`src/design/hti_pkg.sv`:
```
// Shared types and constants of the height-map triangle interpolator.
package hti_pkg;

  localparam int unsigned GV_W   = 7;   // grid_vertices register width
  localparam int unsigned TS_W   = 31;  // terrain_size register width
  localparam int unsigned H_W    = 16;  // Q8.8 height width
  localparam int unsigned POS_W  = 32;  // Q16.16 position width
  localparam int unsigned N_W    = 9;   // effective vertex count, up to 127
  localparam int unsigned DIV_W  = 48;  // divider dividend and quotient width
  localparam int unsigned DCNT_W = 6;   // divider step counter width
  localparam int unsigned ACC_W  = 48;  // blend accumulator width

  localparam logic [GV_W-1:0] GV_RESET = 7'd64;
  localparam logic [TS_W-1:0] TS_RESET = 31'd4194304;

  // Configuration register indexes.
  localparam logic CFG_GRID_VERTICES = 1'b0;
  localparam logic CFG_TERRAIN_SIZE  = 1'b1;

  // Operation codes carried in the input tuser.
  localparam logic OP_WRITE = 1'b0;
  localparam logic OP_QUERY = 1'b1;

  // Height map port controls.
  typedef struct packed {
    logic rd_en;
    logic wr_en;
  } map_ctl_t;

endpackage

```
`src/design/hti_div.sv`:
```
// Restoring divider, one quotient bit per cycle, shared by all divisions.
module hti_div (
  input  logic                          clk_i,
  input  logic                          rst_ni,
  input  logic                          start_i,
  input  logic [hti_pkg::DIV_W-1:0]     dividend_i,
  input  logic [hti_pkg::TS_W-1:0]      divisor_i,
  output logic                          done_o,
  output logic [hti_pkg::DIV_W-1:0]     quot_o,
  output logic [hti_pkg::TS_W-1:0]      rem_o
);

  localparam logic [hti_pkg::DCNT_W-1:0] LAST_STEP = hti_pkg::DCNT_W'(hti_pkg::DIV_W - 1);

  logic                          busy_q;
  logic                          done_q;
  logic [hti_pkg::DCNT_W-1:0]    cnt_q;
  logic [hti_pkg::DIV_W-1:0]     dvd_q;
  logic [hti_pkg::TS_W-1:0]      rem_q;
  logic [hti_pkg::TS_W-1:0]      dsr_q;
  logic [hti_pkg::TS_W:0]        trial;
  logic                          fits;

  // Shift the next dividend bit into the partial remainder and try a subtract.
  assign trial = {rem_q, dvd_q[hti_pkg::DIV_W-1]};
  assign fits  = trial >= {1'b0, dsr_q};

  always_ff @(posedge clk_i or negedge rst_ni) begin
    if (!rst_ni) begin
      busy_q <= 1'b0;
      done_q <= 1'b0;
      cnt_q  <= '0;
    end else begin
      done_q <= 1'b0;
      if (start_i) begin
        busy_q <= 1'b1;
        cnt_q  <= '0;
      end else if (busy_q) begin
        cnt_q <= cnt_q + 1'b1;
        if (cnt_q == LAST_STEP) begin
          busy_q <= 1'b0;
          done_q <= 1'b1;
        end
      end
    end
  end

  always_ff @(posedge clk_i) begin
    if (start_i) begin
      dvd_q <= dividend_i;
      rem_q <= '0;
      dsr_q <= divisor_i;
    end else if (busy_q) begin
      dvd_q <= {dvd_q[hti_pkg::DIV_W-2:0], fits};
      rem_q <= fits ? hti_pkg::TS_W'(trial - {1'b0, dsr_q}) : hti_pkg::TS_W'(trial);
    end
  end

  assign done_o = done_q;
  assign quot_o = dvd_q;
  assign rem_o  = rem_q;

endmodule

```
`config.mk`:
```
export PLATFORM = sky130hd
export DESIGN_NAME = hti_div
export DESIGN_NICKNAME = d
export VERILOG_FILES = /design/src/design/hti_pkg.sv /design/src/design/hti_div.sv
export SDC_FILE = /design/constraint.sdc
export NUM_CORES = 1
export LEC_CHECK = 0
export BUFFER_PORTS_ARGS = -buffer_cell sky130_fd_sc_hd__buf_2
export CAP_MARGIN = 20
export CORE_MARGIN = 5
export CORE_UTILIZATION = 54
export CTS_CLUSTER_DIAMETER = 60
export CTS_CLUSTER_SIZE = 40
export DETAILED_ROUTE_END_ITERATION = 12
export HOLD_SLACK_MARGIN = 0.02
export PLACE_DENSITY = 0.8
export SYNTH_ARGS = -nofsm -noshare
export SYNTH_HDL_FRONTEND = slang
export SYNTH_SLANG_ARGS = --single-unit
```
`constraint.sdc`:
```
create_clock -name clk_i -period 3.4 [get_ports clk_i]
set_input_delay 0.68 -clock clk_i [delete_from_list [all_inputs] [get_ports clk_i]]
set_output_delay 0.68 -clock clk_i [all_outputs]
set_load 0.01 [all_outputs]
```
# == Word-level counts from Yosys, hierarchy flattened ==
# Index checks and enable logic that the tools add are counted.
# totals
out_inout_bits,80
in_bits,82
reg_bits,118
# op_classes
reduce_logical,1
eq_ne,1
muxes,11
order_cmp,1
n_addsub,2
# op_table
op,n
$mux 48,2
$ge 32x31->1,1
$mux 31,1
$sub 31x31->31,1
$mux 6,2
$add 6x1->6 const B,1
$eq 6x6->1 const B,1
$mux 1,6
$reduce_bool 2->1,1

# == Logic depth before layout (Yosys ltp) ==
# Gate-level depths: netlist of the first run.
# depth
depth_word,4
ltp_mapped,14

# == Worst setup path before layout of the first run ==
# No wires, ideal clock.
# synth_timing
kind,reg-to-reg
from,"reg dvd_q, in the netlist quot_o[47]"
to,"reg rem_q, in the netlist rem_o[25]"
setup_slack_ps,528
synth_period_minus_slack_ps,2872
setup_time_ps,86
required_time_ps,3314
path_stages_with_launch,13
t_arrival_ps,2787
cell_sequence,edfxtp_1 -> inv_1 -> ha_1 -> fa_1 -> nand2b_1 -> a21oi_1 -> o221a_4 -> a311o_2 -> a21oi_1 -> o31a_1 -> buf_4 -> or3_1 -> a211oi_1
# synth_between
elab_chain_len,2
word_cells_on_any_way,3
classes_between,add/sub: 1; order compare: 1; mux: 1
# synth_rtl
element,line_no,text
from (decl),hti_div.sv:18,logic [hti_pkg::DIV_W-1:0] dvd_q;
from (signal assigned),hti_div.sv:50,dvd_q <= dividend_i;
from (signal assigned),hti_div.sv:54,"dvd_q <= {dvd_q[hti_pkg::DIV_W-2:0], fits};"
$sub 31x31->31 / $ge 32x31->1 (equally long branches),"hti_div.sv:55, hti_div.sv:26",
$mux 31 (*),hti_div.sv:55,"rem_q <= fits ? hti_pkg::TS_W'(trial - {1'b0, dsr_q}) : hti_pkg::TS_W'(trial);"
to (signal assigned),hti_div.sv:55,
to (decl),hti_div.sv:19,logic [hti_pkg::TS_W-1:0] rem_q;
# Mark *: on every way between the ends. The rest lies on a longest branch, timed or not.
# A chain may end at the register's enable or synchronous reset.

# == Worst setup path in the final report of the first run ==
# layout_timing
from,"reg rem_q, in the netlist rem_o[4]"
to,"reg rem_q, in the netlist rem_o[1]"
# layout_between
elab_chain_len,2
# layout_rtl
element,line_no,text
$ge 32x31->1,hti_div.sv:26,"assign fits = trial >= {1'b0, dsr_q};"
$mux 31,hti_div.sv:55,
# No other way between the ends.

==> impl_metrics.tcl, run 1 <==
set metrics [dict create \
    grt_first_pass_wirelength_um 25880 \
    grt_pass1_vias 5387 \
    path_max_fanout 22 \
    path_common_cell "a21oi_1" \
    use_met2 0.3864 \
    worst_pin_slew_ns 0.6117 \
    dpl.cell_count 889 \
    ys_warn_count 0 \
    ioPinCount 162 \
    setup_violations 0 \
    post-dp-hpwl_um 11440 \
    p_switching_w 0.002128 \
    synth_top_area_cell "edfxtp_1" \
    antenna_found_initial 0 \
    vias 5126 \
    r2r_slack_ns 0.30 \
    ys_async_sr_fraction 0.06780 \
    synth_xor_area_frac 0.03937 \
    busiest_layer "met2" \
    cts_hold_buf 0 \
    p_int_w 0.004117 \
    synth_seq_cells 118 \
    ant_nets 0 \
    drv_slew 0 \
    r2r_cells 11 \
    leakage_nw 3.733 \
    grt_overflow 0 \
    start_kind "register" \
    gp_congestion 0.9423 \
    synth-compound-area-share 0.1581 \
    die_area_um2 14230 \
    synth_fa_ha_area_frac 0.06517 \
    p_sw_frac 0.3407 \
    nNetsFinal 876 \
    min_path_type "in -> async" \
    synth.area.top_cells "edfxtp_1, dfxtp_1, mux2_2" \
    synth_top_family_by_area "compound AO/OA/AOI/OAI gates" \
    fmaxAchievable_mhz 322.4 \
    synth_edf_count 79 \
    area_delta_synth_final_pct 24.63 \
    layout_commonest_cell "buf_2" \
    synth_area_um2 6451 \
    die_height_um 119.3 \
    cpPeakStageDelay_ns 0.39 \
    synthFlopType "edfxtp_1" \
    syn_nets 717 \
    wl_per_cell_um 17.03 \
    finalCoreUtilization 0.6778 \
    antenna-diode-count 0 \
    path_cells "ha_1 > a21o_1 > or3_4 > o221a_4 > a311o_2 > a21oi_1 > o31a_2 > buf_12 > mux2i_1 > nand2_1 > a21oi_1" \
    root_buffer "clkbuf_16" \
    rsz0062_at_grt "false" \
    drive_gt1_frac 0.3346 \
    synth.avg_cell_area_um2 10.72 \
    drcViolationCount 0 \
    layout_setup_ws_ns 0.2986 \
    syn_inst 602 \
    core_um2 11860 \
    cp-end-kind "register" \
    drtPass1Iterations 5 \
    grt.met1_usage 0.2607 \
    critPathKind "reg -> reg" \
    synthSimpleGateAreaFrac 0.09678 \
    slew-limit-headroom 0.5922 \
    cts_made_buffers 17 \
    instances_no_fill 921 \
    holdWs_ns 0.08862 \
    yosys.area.top_type_share 0.3677 \
    layout_min_cycle_time_ns 3.101 \
    ys_types 54 \
    insertion_delay_ns 0.42 \
    cts_num_sinks 118 \
    cap_violations 0 \
    h-tree-depth 4 \
    cts_tree "yes" \
    die_w_um 119.3 \
    grt_max_degree 48 \
    ys_seq_area_frac 0.4950 \
    final-hold-violation-count 0 \
    rows 40 \
    crit-reg2reg-capture "rem_o[1]" \
    start_util 0.5439 \
    pwr-share-comb 0.373 \
    fin_tns_setup_ns 0 \
    skew_ns 0.01465 \
    grtUsageMet3 0.09354 \
    cp.required_ns 3.75 \
    cts_max_path_buffers 2 \
    peakVddDrop_mv 0.4318 \
    portBuffers 161 \
    pre_cts_ws_ns 0.2814 \
    viasPerCell 5.566 \
    mostFrequentLayoutCells "buf_2, edfxtp_1, nor2_1" \
    track_usage 0.2264 \
    pwr_density_cell_nw_per_um2 776.7 \
    drt_wl_total_um 15680 \
    clk_pin_slew_ns 0.06 \
    fin_crit_sh 0.9122 \
    critical_path_arrival_ns 3.45 \
    power_frac_clock 0.305 \
    synth_mux_area_frac 0.1022 \
    r2r-start "rem_o[4]" \
    crit_slowest_cell "o31a_2" \
    first_iter_violations 223 \
    power_frac_seq 0.322 \
    outcome "completed" \
]
==> power by group through the flow <==
stage                     clock, W  sequential, W  combinational, W
final                      0.00190        0.00201           0.00233
after floorplan                  0        0.00209           0.00158
after global placement           0        0.00202           0.00226
after CTS                  0.00193        0.00201           0.00232
after global routing       0.00200        0.00205           0.00259
after detailed placement         0        0.00203           0.00230
==> worst max path at each step <==
stage,slack [ns],startpoint,end,cells past startpoint
2_1_floorplan,0.53,quot_o[47],rem_o[25],12
4_1_cts,0.22,quot_o[47],rem_o[16],13
3_5_place_dp,0.28,quot_o[47],rem_o[16],13
3_3_place_gp,0.39,dsr_q[5],rem_o[1],12
5_1_grt,0.03,quot_o[47],rem_o[16],13
6_report,0.30,rem_o[4],rem_o[1],11
==> synthesized netlist by cell type, drive strengths merged, types with 2 or more instances <==
| cell | instances |
|---|---|
| nor3 | 6 |
| nor4 | 2 |
| a21oi | 59 |
| dfrtp | 8 |
| a211oi | 34 |
| and3 | 4 |
| and2 | 2 |
| ha | 32 |
| a31o | 2 |
| nor2b | 5 |
| edfxtp | 79 |
| nand4 | 6 |
| nand2 | 28 |
| mux2 | 47 |
| o41ai | 2 |
| or3 | 3 |
| nor2 | 72 |
| buf | 6 |
| a311o | 2 |
| a31oi | 2 |
| nand2b | 5 |
| mux2i | 13 |
| o31a | 2 |
| clkbuf | 23 |
| o211ai | 5 |
| nand3 | 6 |
| xnor2 | 15 |
| o21a | 3 |
| xor2 | 14 |
| dfxtp | 31 |
| a21o | 12 |
| inv | 40 |
| o21bai | 5 |
| o21ai | 15 |
==> cell type report <==
class	count	area, µm²
Fill cell	890	3821
Sequential cell	118	3194
Multi-Input combinational cell	415	2990
Timing Repair Buffer	169	893.4
Clock buffer	23	478.0
Tap cell	147	183.9
Clock inverter	9	150.1
Inverter	40	150.1
==> routing by layer <==
layer | routed length (µm) | vias to the layer above
li1 | - | 2517
met1 | 6370 | 2418
met2 | 7862 | 172
met3 | 1234 | 19
met4 | 216 | 0
met5 | 0 | -
==> state kept, by name, indices dropped and copies added, names as in the netlist <==
| signal | cells |
|---|---|
| quot_o | 48 |
| busy_q | 1 |
| rem_o | 31 |
| cnt_q | 6 |
| done_o | 1 |
| dsr_q | 31 |
==> cell families (layout without fill, tap and decap cells) <==
family | Yosys count | count (layout)
compound gates | 153 | 153
xor+xnor | 29 | 29
fa+ha+maj | 33 | 33
buf+inv | 69 | 241
flops | 118 | 118
mux | 60 | 60
simple gates | 140 | 140
==> worst max-delay path, delay by kind of cell, from the launching register on <==
kind,cells,cell delay [ns]
compound gates,6,1.53
simple gates,2,0.41
fa+ha+maj,1,0.37
flops,1,0.33
buf+inv,1,0.21
mux,1,0.19
==> through the flow <==
stage / instance area [µm²] / total power, W
floorplan: 6451 / 0.003669
global placement: 7401 / 0.004276
detailed placement: 7401 / 0.004332
CTS: 8029 / 0.006258
global route: 8040 / 0.006639
finish: 8040 / 0.006245
==> timing repair <==
item,CTS,global route
endpoints found under the setup margin,0,8
buffers inserted,0,0
gates resized for setup,0,2
Power figures use the tool's default switching activity.
==> inputs of run 2 (changes only) <==
--- a/config.mk
+++ b/config.mk
@@ -9,6 +9,7 @@
 export CAP_MARGIN = 20
 export CORE_MARGIN = 5
 export CORE_UTILIZATION = 54
+export CTS_BUF_LIST = sky130_fd_sc_hd__clkbuf_16
 export CTS_CLUSTER_DIAMETER = 60
 export CTS_CLUSTER_SIZE = 40
 export DETAILED_ROUTE_END_ITERATION = 12
==> run 2 against run 1 <==
Sequential power barely moved. Via count rose by 0.20%. Clock power down 4%. Design area fell by 0.37%. Combinational power barely moved. Cell count is the same. Sequential cell count unchanged. Die area unchanged. Wire length fell by 0.44%. Critical endpoint unchanged. Largest cell class unchanged.
==> impl_metrics.tcl, run 2 (synthesized netlist as in run 1, its figures left out) <==
set metrics [dict create \
    first_iter_violations 235 \
    worst_pin_slew_ns 0.6229 \
    wl_per_cell_um 16.95 \
    finalPower_w 0.006165 \
    final-hold-violation-count 0 \
    outcome "completed" \
    ant_nets 0 \
    p_sw_frac 0.3447 \
    crit-reg2reg-capture "rem_o[1]" \
    core_um2 11860 \
    drv_slew 0 \
    cap_violations 0 \
    nNetsFinal 876 \
    die_height_um 119.3 \
    top_layer "met4" \
    multi_input_area_um2 2990 \
    cp-startpoint "rem_o[4]" \
    viasPerCell 5.577 \
    drcViolationCount 0 \
    grt_max_degree 48 \
    grt_overflow 0 \
    cts_hold_buf 0 \
    gp_congestion 0.9423 \
    cp-end-kind "register" \
    drtPass1Iterations 5 \
    start_kind "register" \
    fillers 895 \
    p_int_w 0.004040 \
    post-dp-hpwl_um 11440 \
    min_path_type "in -> async" \
    power_frac_seq 0.326 \
    h-tree-depth 4 \
    cp.required_ns 3.75 \
    holdWs_ns 0.09164 \
    path_max_fanout 22 \
    cts_tree "yes" \
    wl_met1_um 6353 \
    cts_made_buffers 17 \
    antenna_found_initial 0 \
    portBuffers 161 \
    mostFrequentLayoutCells "buf_2, edfxtp_1, nor2_1" \
    r2r_slack_ns 0.30 \
    postCtsSetupRepairBufs 0 \
    skew_ns 0.009480 \
    drt_wl_total_um 15620 \
    area_delta_synth_final_pct 24.17 \
    power_frac_clock 0.296 \
    ioPinCount 162 \
    start_util 0.5439 \
    fin_tns_setup_ns 0 \
    rsz0062_at_grt "false" \
    finalCoreUtilization 0.6753 \
    root_buffer "clkbuf_16" \
    antenna-diode-count 0 \
    regArea_um2 3194 \
    clk_pin_slew_ns 0.06 \
    die_area_um2 14230 \
    grt_pass1_vias 5373 \
    p_switching_w 0.002125 \
    met2WireLength_um 7740 \
    r2r-start "rem_o[4]" \
    leakage_nw 3.728 \
    vias 5136 \
    largest_reg_flops 48 \
    critPathKind "reg -> reg" \
    pwr-share-comb 0.378 \
    met3_length_um 1289 \
    pwr_density_cell_nw_per_um2 769.7 \
    track_usage 0.2266 \
    critical_path_arrival_ns 3.45 \
    fin_crit_sh 0.9116 \
    r2r_cells 11 \
    layout_commonest_cell "buf_2" \
    rows 40 \
    grt_first_pass_wirelength_um 25830 \
    insertion_delay_ns 0.42 \
    cts_max_path_buffers 2 \
    layout_min_cycle_time_ns 3.099 \
    drive_gt1_frac 0.3307 \
    peakVddDrop_mv 0.4314 \
    fmaxAchievable_mhz 322.6 \
    slew-limit-headroom 0.5847 \
    cts_num_sinks 118 \
    die_w_um 119.3 \
    setup_violations 0 \
]
[run 2: changes by cell type in the layout (fill, tap and decap cells not counted)]
cell	before	now
clkbuf_8	3	0
inv_1	39	42
clkbuf_1	3	0
clkinv_1	2	5
[run 2: metal layers]
| layer | global-route usage | up-vias |
|---|---|---|
| li1 | - | 2521 |
| met1 | 0.2609 | 2414 |
| met2 | 0.3871 | 180 |
| met3 | 0.09307 | 21 |
| met4 | 0.06657 | 0 |
| met5 | 0 | - |
[run 2: worst max-delay path by stage]
stage           endpoint  slack (ns)  cells past startpoint
3_5_place_dp   rem_o[16]        0.28                     13
6_report        rem_o[1]        0.30                     11
3_3_place_gp    rem_o[1]        0.39                     12
5_1_grt        rem_o[16]        0.03                     13
4_1_cts        rem_o[16]        0.22                     13
2_1_floorplan  rem_o[25]        0.53                     12
[run 2: through the flow]
step                      setup slack [ns]  std cells  cell area, µm²
after floorplan                     0.5275        602            6451
after global placement              0.3861        889            7401
after detailed placement            0.2814        889            7401
after CTS                           0.2209        921            7999
after global routing               0.03138        921            8010
final                               0.3005        921            8010
[run 2: what timing repair did]
action / in CTS / in global routing
hold endpoints to repair: 0 / 0
gates resized for setup: 0 / 2
setup endpoints to repair: 0 / 8
[run 2: power by group through the flow]
stage	clock network, W	registers [W]	logic (W)
2_1_floorplan	0	0.00209	0.00158
3_3_place_gp	0	0.00202	0.00226
3_5_place_dp	0	0.00203	0.00230
4_1_cts	0.00185	0.00201	0.00232
5_1_grt	0.00192	0.00205	0.00259
6_report	0.00182	0.00201	0.00233
[run 2: worst max-delay path, stage by stage, from the launching register on]
cell     delay [ns]
dfxtp_1        0.33
ha_1           0.38
a21o_1         0.22
or3_4          0.34
o221a_4        0.28
a311o_2        0.35
a21oi_1        0.13
o31a_2         0.39
buf_12         0.21
mux2i_1        0.19
nand2_1        0.07
a21oi_1        0.16
[run 2: area by class of cell]
class	instances	area share
sequential	118	0.3988
clock inverter	15	0.02156
timing repair buffer	169	0.1115
inverter	40	0.01874
clock buffer	17	0.05311
multi-input combinational	415	0.3733
tap	147	0.02296
==> inputs of run 3 (changes only) <==
--- a/config.mk
+++ b/config.mk
@@ -14,7 +14,10 @@
 export CTS_CLUSTER_SIZE = 40
 export DETAILED_ROUTE_END_ITERATION = 12
 export HOLD_SLACK_MARGIN = 0.02
+export MAX_ROUTING_LAYER = met4
 export PLACE_DENSITY = 0.8
+export SETUP_SLACK_MARGIN = 0.5
+export SKIP_LAST_GASP = 1
 export SYNTH_ARGS = -nofsm -noshare
 export SYNTH_HDL_FRONTEND = slang
 export SYNTH_SLANG_ARGS = --single-unit
==> run 3 against run 2 <==
Worst setup slack gained 0.19 ns. Wire length grew 3.9%. Register-to-register slack gained 0.19 ns. Critical path depth grew 1. Clock skew grew 0.0024 ns. Core utilization grew 2.8 points. Critical path type unchanged. Critical endpoint is now rem_o[6].
==> impl_metrics.tcl, run 3 (synthesized netlist as in run 1, its figures left out) <==
set metrics [dict create \
    rows 40 \
    drt_wl_total_um 16230 \
    viasPerCell 5.669 \
    outcome "completed" \
    grt_first_pass_wirelength_um 25550 \
    nNetsFinal 888 \
    grt_pass1_vias 5409 \
    pwr-share-comb 0.408 \
    cp.required_ns 3.71 \
    root_buffer "clkbuf_16" \
    die_w_um 119.3 \
    fin_tns_setup_ns 0 \
    vias 5289 \
    portBuffers 161 \
    critPathKind "reg -> reg" \
    final-hold-violation-count 0 \
    grt.met1_usage 0.2668 \
    pre_cts_ws_ns 0.2588 \
    largest_reg_flops 48 \
    path_max_fanout 22 \
    p_int_w 0.004243 \
    cap_violations 0 \
    cts_hold_buf 0 \
    start_util 0.5439 \
    grt_max_degree 48 \
    layout_commonest_cell "buf_2" \
    grt_overflow 0 \
    layout_setup_ws_ns 0.4860 \
    p_switching_w 0.002285 \
    worst_pin_slew_ns 0.6737 \
    drcViolationCount 0 \
    rsz0062_at_grt "true" \
    mostFrequentLayoutCells "buf_2, edfxtp_1, nor2_1" \
    dpl.cell_count 889 \
    power_frac_seq 0.312 \
    core_um2 11860 \
    cp-end-kind "register" \
    die_area_um2 14230 \
    p_sw_frac 0.3500 \
    drive_gt1_frac 0.3893 \
    grtUsageMet3 0.08120 \
    slew-limit-headroom 0.5509 \
    area_delta_synth_final_pct 29.34 \
    power_frac_clock 0.280 \
    pwr_density_cell_nw_per_um2 782.3 \
    layout_min_cycle_time_ns 2.914 \
    fillers 826 \
    drtPass1Iterations 5 \
    use_met2 0.3688 \
    die_height_um 119.3 \
    r2r_slack_ns 0.49 \
    start_kind "register" \
    gp_congestion 0.9358 \
    cts_max_path_buffers 2 \
    cts_tree "yes" \
    cts_made_buffers 17 \
    skew_ns 0.01186 \
    instances_no_fill 933 \
    wl_per_cell_um 17.40 \
    antenna-diode-count 0 \
    h-tree-depth 4 \
    critical_path_arrival_ns 3.22 \
    busiest_layer "met2" \
    ant_nets 0 \
    placed_cell_area_um2 7401 \
    cts_num_sinks 118 \
    fmaxAchievable_mhz 343.2 \
    insertion_delay_ns 0.42 \
    peakVddDrop_mv 0.5535 \
    track_usage 0.2289 \
    min_path_type "in -> async" \
    first_iter_violations 324 \
    post-dp-hpwl_um 11370 \
    fin_crit_sh 0.8570 \
    final_area_um2 8344 \
    ioPinCount 162 \
    setup_violations 0 \
    holdWs_ns 0.09967 \
    leakage_nw 3.827 \
    clk_pin_slew_ns 0.06 \
    drv_slew 0 \
    antenna_found_initial 0 \
]
## run 3: cell count changes in the layout (fill, tap and decap cells not counted), sizes merged
cell	delta
buf	+12
clkinv	-1
clkinvlp	+1
## run 3: worst max-delay path: stages (launching register included)
cell	delay (ns)
edfxtp_1	0.42
ha_4	0.19
fa_2	0.38
nand2b_4	0.16
a21oi_4	0.14
o221a_4	0.24
a311o_2	0.13
a21oi_2	0.06
o31a_4	0.39
buf_12	0.17
nor2_1	0.11
a21oi_1	0.07
a211oi_1	0.33
## run 3: worst paths after layout
kind	from	to	cells after the start
max in group asynchronous	rst_ni	busy_q	1
min	rst_ni	cnt_q[0]	1
max	dsr_q[0]	rem_o[6]	12
min reg2reg	rem_o[14]	rem_o[14]	2
min in group clk_i	divisor_i[25]	dsr_q[25]	1
max reg2reg	dsr_q[0]	rem_o[6]	12
## run 3: metal layers
| metal | wire length, µm | up-vias | part of all wire |
|---|---|---|---|
| met5 | 0 | - | 0 |
| met3 | 1262 | 29 | 0.078 |
| met1 | 6708 | 2497 | 0.41 |
| li1 | - | 2542 | - |
| met4 | 270 | 0 | 0.017 |
| met2 | 7988 | 221 | 0.49 |
## run 3: power groups by stage
stage	sequential (W)	combinational, W	clock, W
2_1_floorplan	0.00209	0.00158	0
3_3_place_gp	0.00202	0.00226	0
3_5_place_dp	0.00203	0.00230	0
4_1_cts	0.00202	0.00242	0.00185
5_1_grt	0.00207	0.00290	0.00193
6_report	0.00204	0.00266	0.00183
## run 3: area by class of cell
| class | instances | area (µm²) | area share |
|---|---|---|---|
| Multi-Input combinational cell | 415 | 3218 | 0.3857 |
| Timing Repair Buffer | 181 | 996.0 | 0.1194 |
| Clock inverter | 15 | 172.7 | 0.02069 |
| Tap cell | 147 | 183.9 | 0.02204 |
| Sequential cell | 118 | 3198 | 0.3833 |
| Inverter | 40 | 150.1 | 0.01799 |
| Clock buffer | 17 | 425.4 | 0.05098 |
## run 3: through the flow
stage | total power (W) | util
floorplan | 0.003669 | -
finish | 0.006527 | 0.7035
detailed placement | 0.004336 | 0.6239
global placement | 0.004282 | 0.6239
global route | 0.006904 | 0.7035
CTS | 0.006292 | 0.6847
## run 3: timing repair
item / in CTS / in global routing
buffers inserted: 5 / 7
resized for setup: 13 / 33
endpoints found under the setup margin: 32 / 31
gates cloned: 0 / 0
pin swaps: 7 / 24
